File: config.mk
export PLATFORM = sky130hd
export DESIGN_NAME = sgl_raster
export DESIGN_NICKNAME = d
export VERILOG_FILES = /design/src/rtl/core/sgl_pkg.sv /design/src/rtl/core/sgl_raster.sv
export SDC_FILE = /design/constraint.sdc
export NUM_CORES = 1
export LEC_CHECK = 0
export ABC_AREA = 1
export BUFFER_PORTS_ARGS = -buffer_cell sky130_fd_sc_hd__buf_2
export CAP_MARGIN = 20
export CORE_MARGIN = 4
export CORE_UTILIZATION = 51
export CTS_CLUSTER_DIAMETER = 200
export DETAILED_ROUTE_END_ITERATION = 16
export GPL_TIMING_DRIVEN = 0
export PLACE_DENSITY = 0.74
export RECOVER_POWER = 50
export SLEW_MARGIN = 20
export SYNTH_ARGS = -nofsm -noshare
export SYNTH_HDL_FRONTEND = slang
export SYNTH_SLANG_ARGS = --single-unit
File: constraint.sdc
create_clock -name clk_i -period 13.7 [get_ports clk_i]
set_input_delay 0.685 -clock clk_i [delete_from_list [all_inputs] [get_ports clk_i]]
set_output_delay 0.685 -clock clk_i [all_outputs]
set_load 0.03 [all_outputs]
File: src/rtl/core/sgl_pkg.sv
// ----------------------------------------------------------------------------
// sgl_pkg
// Shared types, codes and helpers of the scaled glyph line renderer.
// ----------------------------------------------------------------------------
package sgl_pkg;

  // request codes
  localparam logic [1:0] ReqDraw = 2'd0;
  localparam logic [1:0] ReqRead = 2'd1;
  localparam logic [1:0] ReqEnd  = 2'd2;

  // configuration register indexes
  localparam logic [1:0] CfgFgColor = 2'd0;
  localparam logic [1:0] CfgBgColor = 2'd1;
  localparam logic [1:0] CfgScale   = 2'd2;

  localparam logic [15:0] FgReset    = 16'hFFFF;
  localparam logic [15:0] BgReset    = 16'h0000;
  localparam logic [7:0]  ScaleReset = 8'd16;

  // widest glyph row that is expanded, and the leftmost bit of a row
  localparam logic [4:0]  GlyphBits = 5'd16;
  localparam logic [15:0] LeftMask  = 16'h8000;

  // store address bits wide enough for the largest store
  localparam int unsigned StoreAddrW = 17;
  // width of a scaled coordinate, floor(k*s) with k up to 17
  localparam int unsigned ScaledW = 9;

  typedef struct packed {
    logic                  en;
    logic [StoreAddrW-1:0] addr;
    logic [15:0]           data;
  } sgl_wr_t;

  typedef struct packed {
    logic        start;
    logic        clear;
    logic [15:0] bits;
    logic [3:0]  row;
    logic [4:0]  width;
    logic [7:0]  xoff;
  } sgl_job_t;

  // floor(k*s) for a Q4.4 scale
  function automatic logic [ScaledW-1:0] scaled_floor(logic [4:0] k, logic [7:0] s);
    logic [12:0] prod;
    prod = 13'(k) * 13'(s);
    return prod[12:4];
  endfunction

endpackage

File: src/rtl/core/sgl_raster.sv
// ----------------------------------------------------------------------------
// sgl_raster
// Write sequencer: clears the store when a job asks for it and expands one scaled glyph row.
// ----------------------------------------------------------------------------
module sgl_raster import sgl_pkg::*; #(
  parameter int unsigned LinePixels = 240,
  parameter int unsigned Depth      = 7680,
  parameter int unsigned AddrW      = $clog2(Depth)
) (
  input  logic        clk_i,
  input  logic        rst_ni,
  input  sgl_job_t    job_i,
  input  logic [7:0]  scale_i,
  input  logic [15:0] fg_i,
  input  logic [15:0] bg_i,
  output logic        busy_o,
  output sgl_wr_t     wr_o
);

  // base plus column covers up to 256 rows of a line plus a scaled glyph
  localparam int unsigned BaseW = $clog2(256 * LinePixels + 1024);

  localparam logic [2:0] RIdle  = 3'd0;
  localparam logic [2:0] RClear = 3'd1;
  localparam logic [2:0] RSetup = 3'd2;
  localparam logic [2:0] RBase  = 3'd3;
  localparam logic [2:0] RDraw  = 3'd4;

  logic [2:0]         st_q, st_d;
  logic [AddrW-1:0]   clr_q, clr_d;
  logic [15:0]        bits_q;
  logic [3:0]         row_q;
  logic [4:0]         width_q;
  logic [7:0]         xoff_q;
  logic [ScaledW-1:0] y_q, y_d, yend_q, yend_d;
  logic [BaseW-1:0]   base_q, base_d;
  logic [4:0]         i_q, i_d;
  logic [ScaledW-1:0] x_q, x_d;

  logic [ScaledW-1:0] x_next_bit;
  logic [BaseW-1:0]   pix_addr;
  logic               row_left, bit_left, col_left, bit_set;

  assign x_next_bit = scaled_floor(i_q + 5'd1, scale_i);
  assign pix_addr   = base_q + BaseW'(x_q);
  assign row_left   = y_q < yend_q;
  assign bit_left   = i_q < width_q;
  assign col_left   = x_q < x_next_bit;
  assign bit_set    = |((bits_q << i_q[3:0]) & LeftMask);

  always_comb begin
    st_d   = st_q;
    clr_d  = clr_q;
    y_d    = y_q;
    yend_d = yend_q;
    base_d = base_q;
    i_d    = i_q;
    x_d    = x_q;
    wr_o   = '0;
    unique case (st_q)
      RIdle: begin
        if (job_i.start) begin
          clr_d = '0;
          st_d  = job_i.clear ? RClear : RSetup;
        end
      end
      RClear: begin
        wr_o.en   = 1'b1;
        wr_o.addr = StoreAddrW'(clr_q);
        wr_o.data = '0;
        clr_d     = clr_q + AddrW'(1);
        if (clr_q == AddrW'(Depth - 1)) begin
          st_d = RSetup;
        end
      end
      RSetup: begin
        y_d    = scaled_floor({1'b0, row_q}, scale_i);
        yend_d = scaled_floor({1'b0, row_q} + 5'd1, scale_i);
        st_d   = RBase;
      end
      RBase: begin
        base_d = BaseW'(y_q) * BaseW'(LinePixels) + BaseW'(xoff_q);
        i_d    = '0;
        x_d    = '0;
        st_d   = RDraw;
      end
      RDraw: begin
        if (!row_left) begin
          st_d = RIdle;
        end else if (!bit_left) begin
          y_d    = y_q + ScaledW'(1);
          base_d = base_q + BaseW'(LinePixels);
          i_d    = '0;
          x_d    = '0;
        end else if (!col_left) begin
          // span of this bit is done or empty
          i_d = i_q + 5'd1;
        end else begin
          wr_o.en   = pix_addr < BaseW'(Depth);
          wr_o.addr = StoreAddrW'(pix_addr);
          wr_o.data = bit_set ? fg_i : bg_i;
          x_d       = x_q + ScaledW'(1);
        end
      end
      default: st_d = RIdle;
    endcase
  end

  always_ff @(posedge clk_i or negedge rst_ni) begin
    if (!rst_ni) begin
      st_q <= RIdle;
    end else begin
      st_q <= st_d;
    end
  end

  always_ff @(posedge clk_i) begin
    clr_q  <= clr_d;
    y_q    <= y_d;
    yend_q <= yend_d;
    base_q <= base_d;
    i_q    <= i_d;
    x_q    <= x_d;
    if (st_q == RIdle && job_i.start) begin
      bits_q  <= job_i.bits;
      row_q   <= job_i.row;
      width_q <= (job_i.width > GlyphBits) ? GlyphBits : job_i.width;
      xoff_q  <= job_i.xoff;
    end
  end

  assign busy_o = st_q != RIdle;

endmodule

---- Yosys cells after proc, flatten, opt, wreduce, memory -nomap -nowiden ----
Cells that the tools add are included.
operators by class
  $add $sub $neg .......................... 8
  $mul .................................... 4
  order comparisons ....................... 5
  eq/ne operators ......................... 12
  shift-type cells ........................ 1
  multiplexer cells ....................... 26
  reductions and logical operators ........ 12
operator list
  kind                   count
  $mux 34                3
  $pmux 34 s2            1
  $mux 16                3
  $mux 9                 5
  $pmux 9 s2             2
  $pmux 16 s2            1
  $mul 5x8->13           2
  $pmux 13 s2            1
  $add 9x1->9 const B    2
  $lt 9x9->1             2
  $add 16x8->16          1
  $add 16x8->16 const B  1
  $add 16x9->16          1
  $lt 16x13->1 const B   1
  $shl 16x4->16          1
  $mux 5                 3
  $pmux 3 s5             1
  $reduce_and 3->1       5
  $add 13x1->13 const B  1
  $eq 13x13->1 const B   1
  $mux 13                1
  $mul 4x8->12           1
  $mul 9x4->12 const B   1
  $ne 2x2->1 const B     5
  16 further kinds       22
word-level totals
  flip-flop bits (word level) ............. 97
  input port bits ......................... 77
  logic and storage cells ................. 79

---- Logic depth before layout (Yosys ltp) ----
Gate-level depths: netlist of the first run.
  word-level depth ........................ 7
  mapped depth ............................ 29
  gate-level depth less buffers ........... 27

---- Worst setup path before layout of the first run ----
No wires, ideal clock.
  path type ............................... reg2out
  start ................................... register i_q[1]
  end ..................................... output port wr_o[18] (netlist bit)
  data arrival time ....................... 5.551 ns
  setup slack ............................. 7.464 ns
  cell stages (with the launch flop) ...... 23
  cells stage by stage .................... edfxtp_1 -> ha_1 -> nand3_1 -> xor2_1 -> nor2_1 -> fa_1 -> fa_1 -> inv_1 -> fa_1 -> inv_1 -> ha_1 -> a21oi_1 -> o21a_1 -> a21boi_1 -> o21ai_0 -> xor2_1 -> ha_1 -> nand2_1 -> o21ai_0 -> nor2_1 -> nand4_2 -> buf_6 -> o21ai_0
RTL lines
  what                      line               RTL
  start: declaration        sgl_raster.sv:37   logic [4:0] i_q, i_d;
  start signal: assignment  sgl_raster.sv:122  i_q <= i_d;
  end: declaration          sgl_raster.sv:17   output sgl_wr_t wr_o

==> impl_metrics.json, run 1 <==
{
  "slew_viol_final": 0,
  "insertedDiodeCount": 0,
  "layout_common_cells": "316 x nand2_1, 229 x inv_1, 139 x nor2_1",
  "wl_per_cell_um": 13.9,
  "top_level_ports": 112,
  "cellLeakagePower_nw": 6.05,
  "fin_skew_ns": 0.0115,
  "yosysSeqAreaShare_pct": 28.0,
  "drt_drc_violations_left": 0,
  "instances_no_fill": 1720,
  "port_buffers": 106,
  "antenna_left": 0,
  "clk_pin_slew_ns": 0.07,
  "grt_pass1_vias": 8860,
  "synth-seq-cells": 97,
  "status": "finished clean",
  "routed_wl_um": 23900,
  "dieArea_um2": 22600,
  "fmax_mhz": 140,
  "holdWs_ns": 0.122,
  "ys_types": 49,
  "nFillCells": 1804,
  "cts_tree": "done",
  "grtUsageTotal_pct": 21.9,
  "fin_crit_ns": 7.13,
  "crit_type": "flip-flop to output pin",
  "fp.dieW_um": 150,
  "cts_buffers": 9,
  "multi_input_comb_area_um2": 6380,
  "rows": 51,
  "drt-initial-drc-count": 417,
  "yosysWarningCount": 0,
  "ir_drop_v": 0.0000593,
  "post_cts_buffers": 0,
  "hold_class": "input port to async pin",
  "finalHoldViolCount": 0,
  "ctsResizeCount": 0,
  "die_y_um": 150,
  "netlist_area_um2": 10400,
  "cap_violations": 0,
  "end_kind": "output pin",
  "dr.pass1.iters": 6,
  "async_reset_ff_share_pct": 3.09,
  "overflow": 0,
  "syn_to_final_growth_pct": 11.5,
  "place_congestion": 0.867,
  "dp.cells": 1704,
  "grt_pass1_wl_um": 40700,
  "start_util_pct": 52.5,
  "ys.flop_type": "edfxtp_1",
  "tightest_slew_ns": 1.32,
  "clk_latency_ns": 0.36,
  "core_um2": 19700,
  "finalCritPeriodShare_pct": 52.0,
  "layout_commonest_cell": "nand2_1",
  "clockBufferDepth": 2,
  "syn_nets": 1579,
  "fin_total_pwr_mw": 0.693,
  "htreeDepth": 3,
  "place_area_um2": 11300,
  "synth_edf_count": 94,
  "syn_area_per_cell_um2": 7.78,
  "max_slew_margin_pct": 11.9,
  "setup_ws_ns": 6.57,
  "fin_nets": 1699,
  "worst_ep_arrival_time_ns": 6.44,
  "hold_buffers": 0,
  "p_per_area_nw_per_um2": 60.0,
  "grt_max_degree": 27,
  "worstPathMaxFanout": 10,
  "vias": 8891,
  "viasPerCell": 5.17,
  "antenna_found_initial": 0,
  "design_area_um2": 11500,
  "dp_worst_setup_slack_ns": 7.01,
  "worstSetupStartpointType": "flip-flop",
  "critPathRequiredTime_ns": 13.02,
  "regArea_um2": 2900,
  "rsz0062_at_grt": "no",
  "drive_above_1_share_pct": 10.7,
  "cts_root_buf": "clkbuf_16",
  "fin_setup_tns_ns": 0,
  "fin_util_pct": 58.6,
  "dp_hpwl_um": 19400,
  "cts.sinks": 97,
  "finalSetupViolations": 0,
  "synth_cells": 1330
}
==> final cells by class <==
cell class | instances | area share [%]
sequential | 97 | 25.1
multi-input combinational | 968 | 55.2
timing repair buffer | 109 | 4.69
clock inverter | 7 | 0.878
tap | 265 | 2.87
buffer | 31 | 1.66
clock buffer | 9 | 1.95
inverter | 234 | 7.61
==> power by group <==
group	switching (mW)	internal (mW)	leakage (nW)	total [mW]
sequential	0	0.325	0.949	0.325
clock	0.121	0.162	0.158	0.283
combinational	0.0496	0.0356	4.94	0.0852
==> kinds of logic after synthesis <==
| logic type | count (synthesis) | synth area share, % |
|---|---|---|
| XOR/XNOR | 44 | 3.72 |
| AND/OR/NAND/NOR | 589 | 23.8 |
| buffers and inverters | 265 | 10.4 |
| other | 1 | 0.0362 |
| flip-flops | 97 | 28.0 |
| AO/OA/AOI/OAI | 162 | 8.81 |
| adder cells (fa/ha/maj) | 172 | 25.3 |
==> critical path, cell delays in order, from the launching register on <==
cell	delay, ns
edfxtp_1	0.54
ha_1	0.28
nand3_1	0.10
xor2_1	0.59
nor2_1	0.14
fa_1	0.53
fa_1	0.54
inv_1	0.05
fa_1	0.55
inv_1	0.06
ha_1	0.36
nand2_1	0.09
inv_1	0.05
nand4_1	0.08
nand3_1	0.15
a21oi_1	0.20
xor2_1	0.18
ha_1	0.28
a21oi_1	0.12
o21ai_0	0.09
nor2_1	0.21
nand4_2	0.19
buf_6	0.19
o21ai_0	0.24
buf_2	0.25
==> state kept, by name, summed over array words and instances, names as in the netlist <==
register and count:
base_q 16, bits_q 16, clr_q 13, x_q 9
y_q 9, yend_q 9, xoff_q 8, i_q 5
width_q 5, row_q 4, st_q 3
==> path summary, 6_finish.rpt <==
check,start,end,slack (ns),cells past startpoint
worst max-delay path,i_q[1],wr_o[21],6.57,24
worst min register to register,xoff_q[1],base_q[1],0.61,2
worst max register to register,i_q[1],x_q[7],7.34,22
max in group asynchronous,rst_ni,st_q[2],13.43,1
worst min-delay path,rst_ni,st_q[0],0.12,1
min in group clk_i,job_i[0],xoff_q[0],0.50,1
==> metal layers <==
layer	vias up	routed length, µm	track usage (%)
li1	4514	-	-
met1	4145	10800	29.8
met2	212	11600	37.6
met3	20	1190	3.40
met4	0	238	3.66
met5	-	0	0
==> synth_stat cells, types with 2 or more instances <==
library cell	n	area [µm²]
a21o_1	5	37.5
a21oi_1	72	360
a221oi_1	2	17.5
buf_2	3	15.0
buf_4	3	22.5
buf_6	5	56.3
clkbuf_1	17	63.8
clkbuf_8	3	41.3
dfrtp_1	3	75.1
edfxtp_1	94	2820
fa_1	62	1240
ha_1	110	1380
inv_1	228	856
inv_2	5	18.8
nand2_1	316	1190
nand2_2	3	18.8
nand2_4	3	33.8
nand3_1	84	420
nand3b_1	4	30.0
nand4_1	12	75.1
nor2_1	139	522
nor2_2	2	12.5
nor3_1	14	70.1
nor3b_1	3	22.5
o21a_1	5	37.5
o21ai_0	46	230
o21ai_2	4	35.0
o21bai_1	3	22.5
o22ai_1	14	87.6
o31ai_1	3	22.5
or2_2	3	18.8
xnor2_1	16	140
xor2_1	28	245
Note: power is estimated with default switching activity, not from simulation.
==> run 2: changes to the inputs <==
Settings changed: ABC_AREA 1 to 0, PLACE_DENSITY 0.74 to 0.77.
Clock period 13.7 ns to 6.3 ns, I/O delays scaled along.
==> impl_metrics.json, run 2 <==
{
  "grtUsageTotal_pct": 20.7,
  "core_um2": 18700,
  "antenna_left": 0,
  "finalSetupViolations": 33,
  "cellLeakagePower_nw": 5.28,
  "max_slew_margin_pct": 0.374,
  "yosysSeqAreaShare_pct": 29.8,
  "syn_area_per_cell_um2": 9.88,
  "antenna_found_initial": 0,
  "wl_per_cell_um": 16.5,
  "dp.cells": 1330,
  "async_reset_ff_share_pct": 3.09,
  "yosysTopAreaCell": "edfxtp_1",
  "ir_drop_v": 0.000138,
  "fp.dieW_um": 146,
  "place_area_um2": 10800,
  "viasPerCell": 5.50,
  "clk_latency_ns": 0.36,
  "clockBufferDepth": 2,
  "grt_pass1_vias": 7521,
  "worst_ep_arrival_time_ns": 6.46,
  "die_y_um": 146,
  "yosys-top-cells-count": "110 x ha_1, 94 x edfxtp_1, 94 x nand2_1",
  "layout_common_cells": "105 x ha_1, 94 x edfxtp_1, 93 x nand2_1",
  "end_kind": "output pin",
  "design_area_um2": 11800,
  "yosysWarningCount": 0,
  "syn_nets": 1232,
  "htreeDepth": 3,
  "synth_edf_count": 94,
  "insertedDiodeCount": 0,
  "routed_wl_um": 22600,
  "worstSetupStartpointType": "flip-flop",
  "fin_crit_ns": 6.78,
  "drt_drc_violations_left": 0,
  "top_level_ports": 112,
  "port_buffers": 110,
  "clk_pin_slew_ns": 0.08,
  "cap_violations": 1,
  "finalCritPeriodShare_pct": 108,
  "reg.largest.list": "base_q: 16 flops, bits_q: 16 flops, clr_q: 13 flops",
  "syn_to_final_growth_pct": 21.7,
  "drive_above_1_share_pct": 20.6,
  "synth.most_common_cell": "ha_1",
  "fin_setup_tns_ns": -14.06,
  "hold_class": "input port to flip-flop",
  "synth-seq-cells": 97,
  "drt-initial-drc-count": 377,
  "fin_skew_ns": 0.0104,
  "p_per_area_nw_per_um2": 120,
  "synthTopCellsByArea": "edfxtp_1 29%, ha_1 14%, fa_1 13%",
  "place_congestion": 0.855,
  "rsz0062_at_grt": "yes",
  "finalHoldViolCount": 0,
  "violations": "max-capacitance violations, negative setup slack",
  "cts.sinks": 97,
  "fin_total_pwr_mw": 1.42,
  "fmax_mhz": 148,
  "crit_type": "flip-flop to output pin",
  "vias": 7539,
  "synth_cells": 983,
  "cts_tree": "done",
  "post-synth-top-area-fraction_pct": 29.1,
  "overflow": 0,
  "cts_root_buf": "clkbuf_16",
  "fin_util_pct": 63.2,
  "instances_no_fill": 1370,
  "dp_worst_setup_slack_ns": -0.815,
  "dieArea_um2": 21300,
  "grt_max_degree": 27,
  "nFillCells": 1458,
  "start_util_pct": 51.9,
  "holdWs_ns": 0.127,
  "tightest_slew_ns": 1.49,
  "layout_commonest_cell": "ha_1",
  "netlist_area_um2": 9720,
  "cts_buffers": 9,
  "grt_pass1_wl_um": 36500,
  "fin_nets": 1380,
  "rows": 50,
  "critPathRequiredTime_ns": 5.98,
  "status": "finished with violations",
  "dr.pass1.iters": 5,
  "worstPathMaxFanout": 7,
  "ys_types": 71,
  "slew_viol_final": 0,
  "setup_ws_ns": -0.476,
  "ys.flop_type": "edfxtp_1",
  "dp_hpwl_um": 16400
}
-- run 2: final cells by class --
cell class	count	area, µm²	share of cell area [%]
plain buffers	34	215	1.82
flip-flops and latches	97	2900	24.5
clock inverters	7	61.3	0.519
repair buffers	137	998	8.45
inverters	84	315	2.67
well taps	234	293	2.48
multi-input cells	768	6820	57.7
clock buffers	9	225	1.91
-- run 2: layer usage --
metal / share of wire, % / global-route usage [%] / vias to the layer above
li1: - / - / 3641
met1: 41 / 26.8 / 3645
met2: 51 / 36.0 / 223
met3: 5.7 / 3.82 / 30
met4: 1.9 / 5.50 / 0
met5: 0 / 0 / -
-- run 2: cells by family after synthesis --
| logic type | after synthesis | share of synthesized area, % |
|---|---|---|
| muxes | 22 | 2.96 |
| adders and majority gates | 172 | 26.9 |
| other | 1 | 0.0386 |
| and+or+nand+nor | 343 | 17.4 |
| DFF | 97 | 29.8 |
| buffers and inverters | 118 | 4.97 |
| AOI/OAI and AO/OA | 138 | 9.57 |
| xor gates and xnor gates | 92 | 8.29 |
-- run 2: path summary, 6_finish.rpt --
kind / from / endpoint / slack (ns) / depth (start not counted)
worst max-delay path: i_q[0] / wr_o[16] / -0.48 / 26
min in group asynchronous: rst_ni / st_q[0] / 0.31 / 2
worst min-delay path: job_i[2] / xoff_q[2] / 0.13 / 1
worst min register to register: xoff_q[0] / base_q[0] / 0.52 / 1
worst max register to register: i_q[0] / x_q[4] / 0.20 / 23
max in group asynchronous: rst_ni / st_q[1] / 5.82 / 2
-- run 2: timing repair --
item / 4_1_cts / 5_1_grt
hold buffers: 1 / 0
gates resized for setup: 103 / 37
pin swaps: 37 / 36
buffers inserted: 16 / 5
gates cloned: 2 / 0
endpoints found under the setup margin: 47 / 39
endpoints found under the hold margin: 3 / 0
-- run 2: worst max-delay path: stages, from the launching register on --
cell,delay [ns]
edfxtp_1,0.53
ha_4,0.25
nand3_4,0.10
xor2_4,0.26
buf_6,0.14
nor2b_2,0.04
fa_1,0.47
fa_1,0.52
inv_1,0.05
fa_1,0.49
inv_2,0.05
ha_4,0.17
or3_4,0.35
o221a_4,0.27
o21ai_2,0.13
nand2b_1,0.10
xnor2_1,0.13
ha_1,0.33
a2111oi_4,0.40
nand2_1,0.08
o21ai_1,0.11
a31oi_2,0.09
or3_4,0.44
buf_12,0.16
buf_16,0.15
o21ai_4,0.14
buf_6,0.14
-- run 2: power breakdown --
part           internal, mW  leakage, nW  switching (mW)
sequential            0.707        0.951               0
clock                 0.275        0.135           0.266
combinational        0.0764         4.19          0.0919
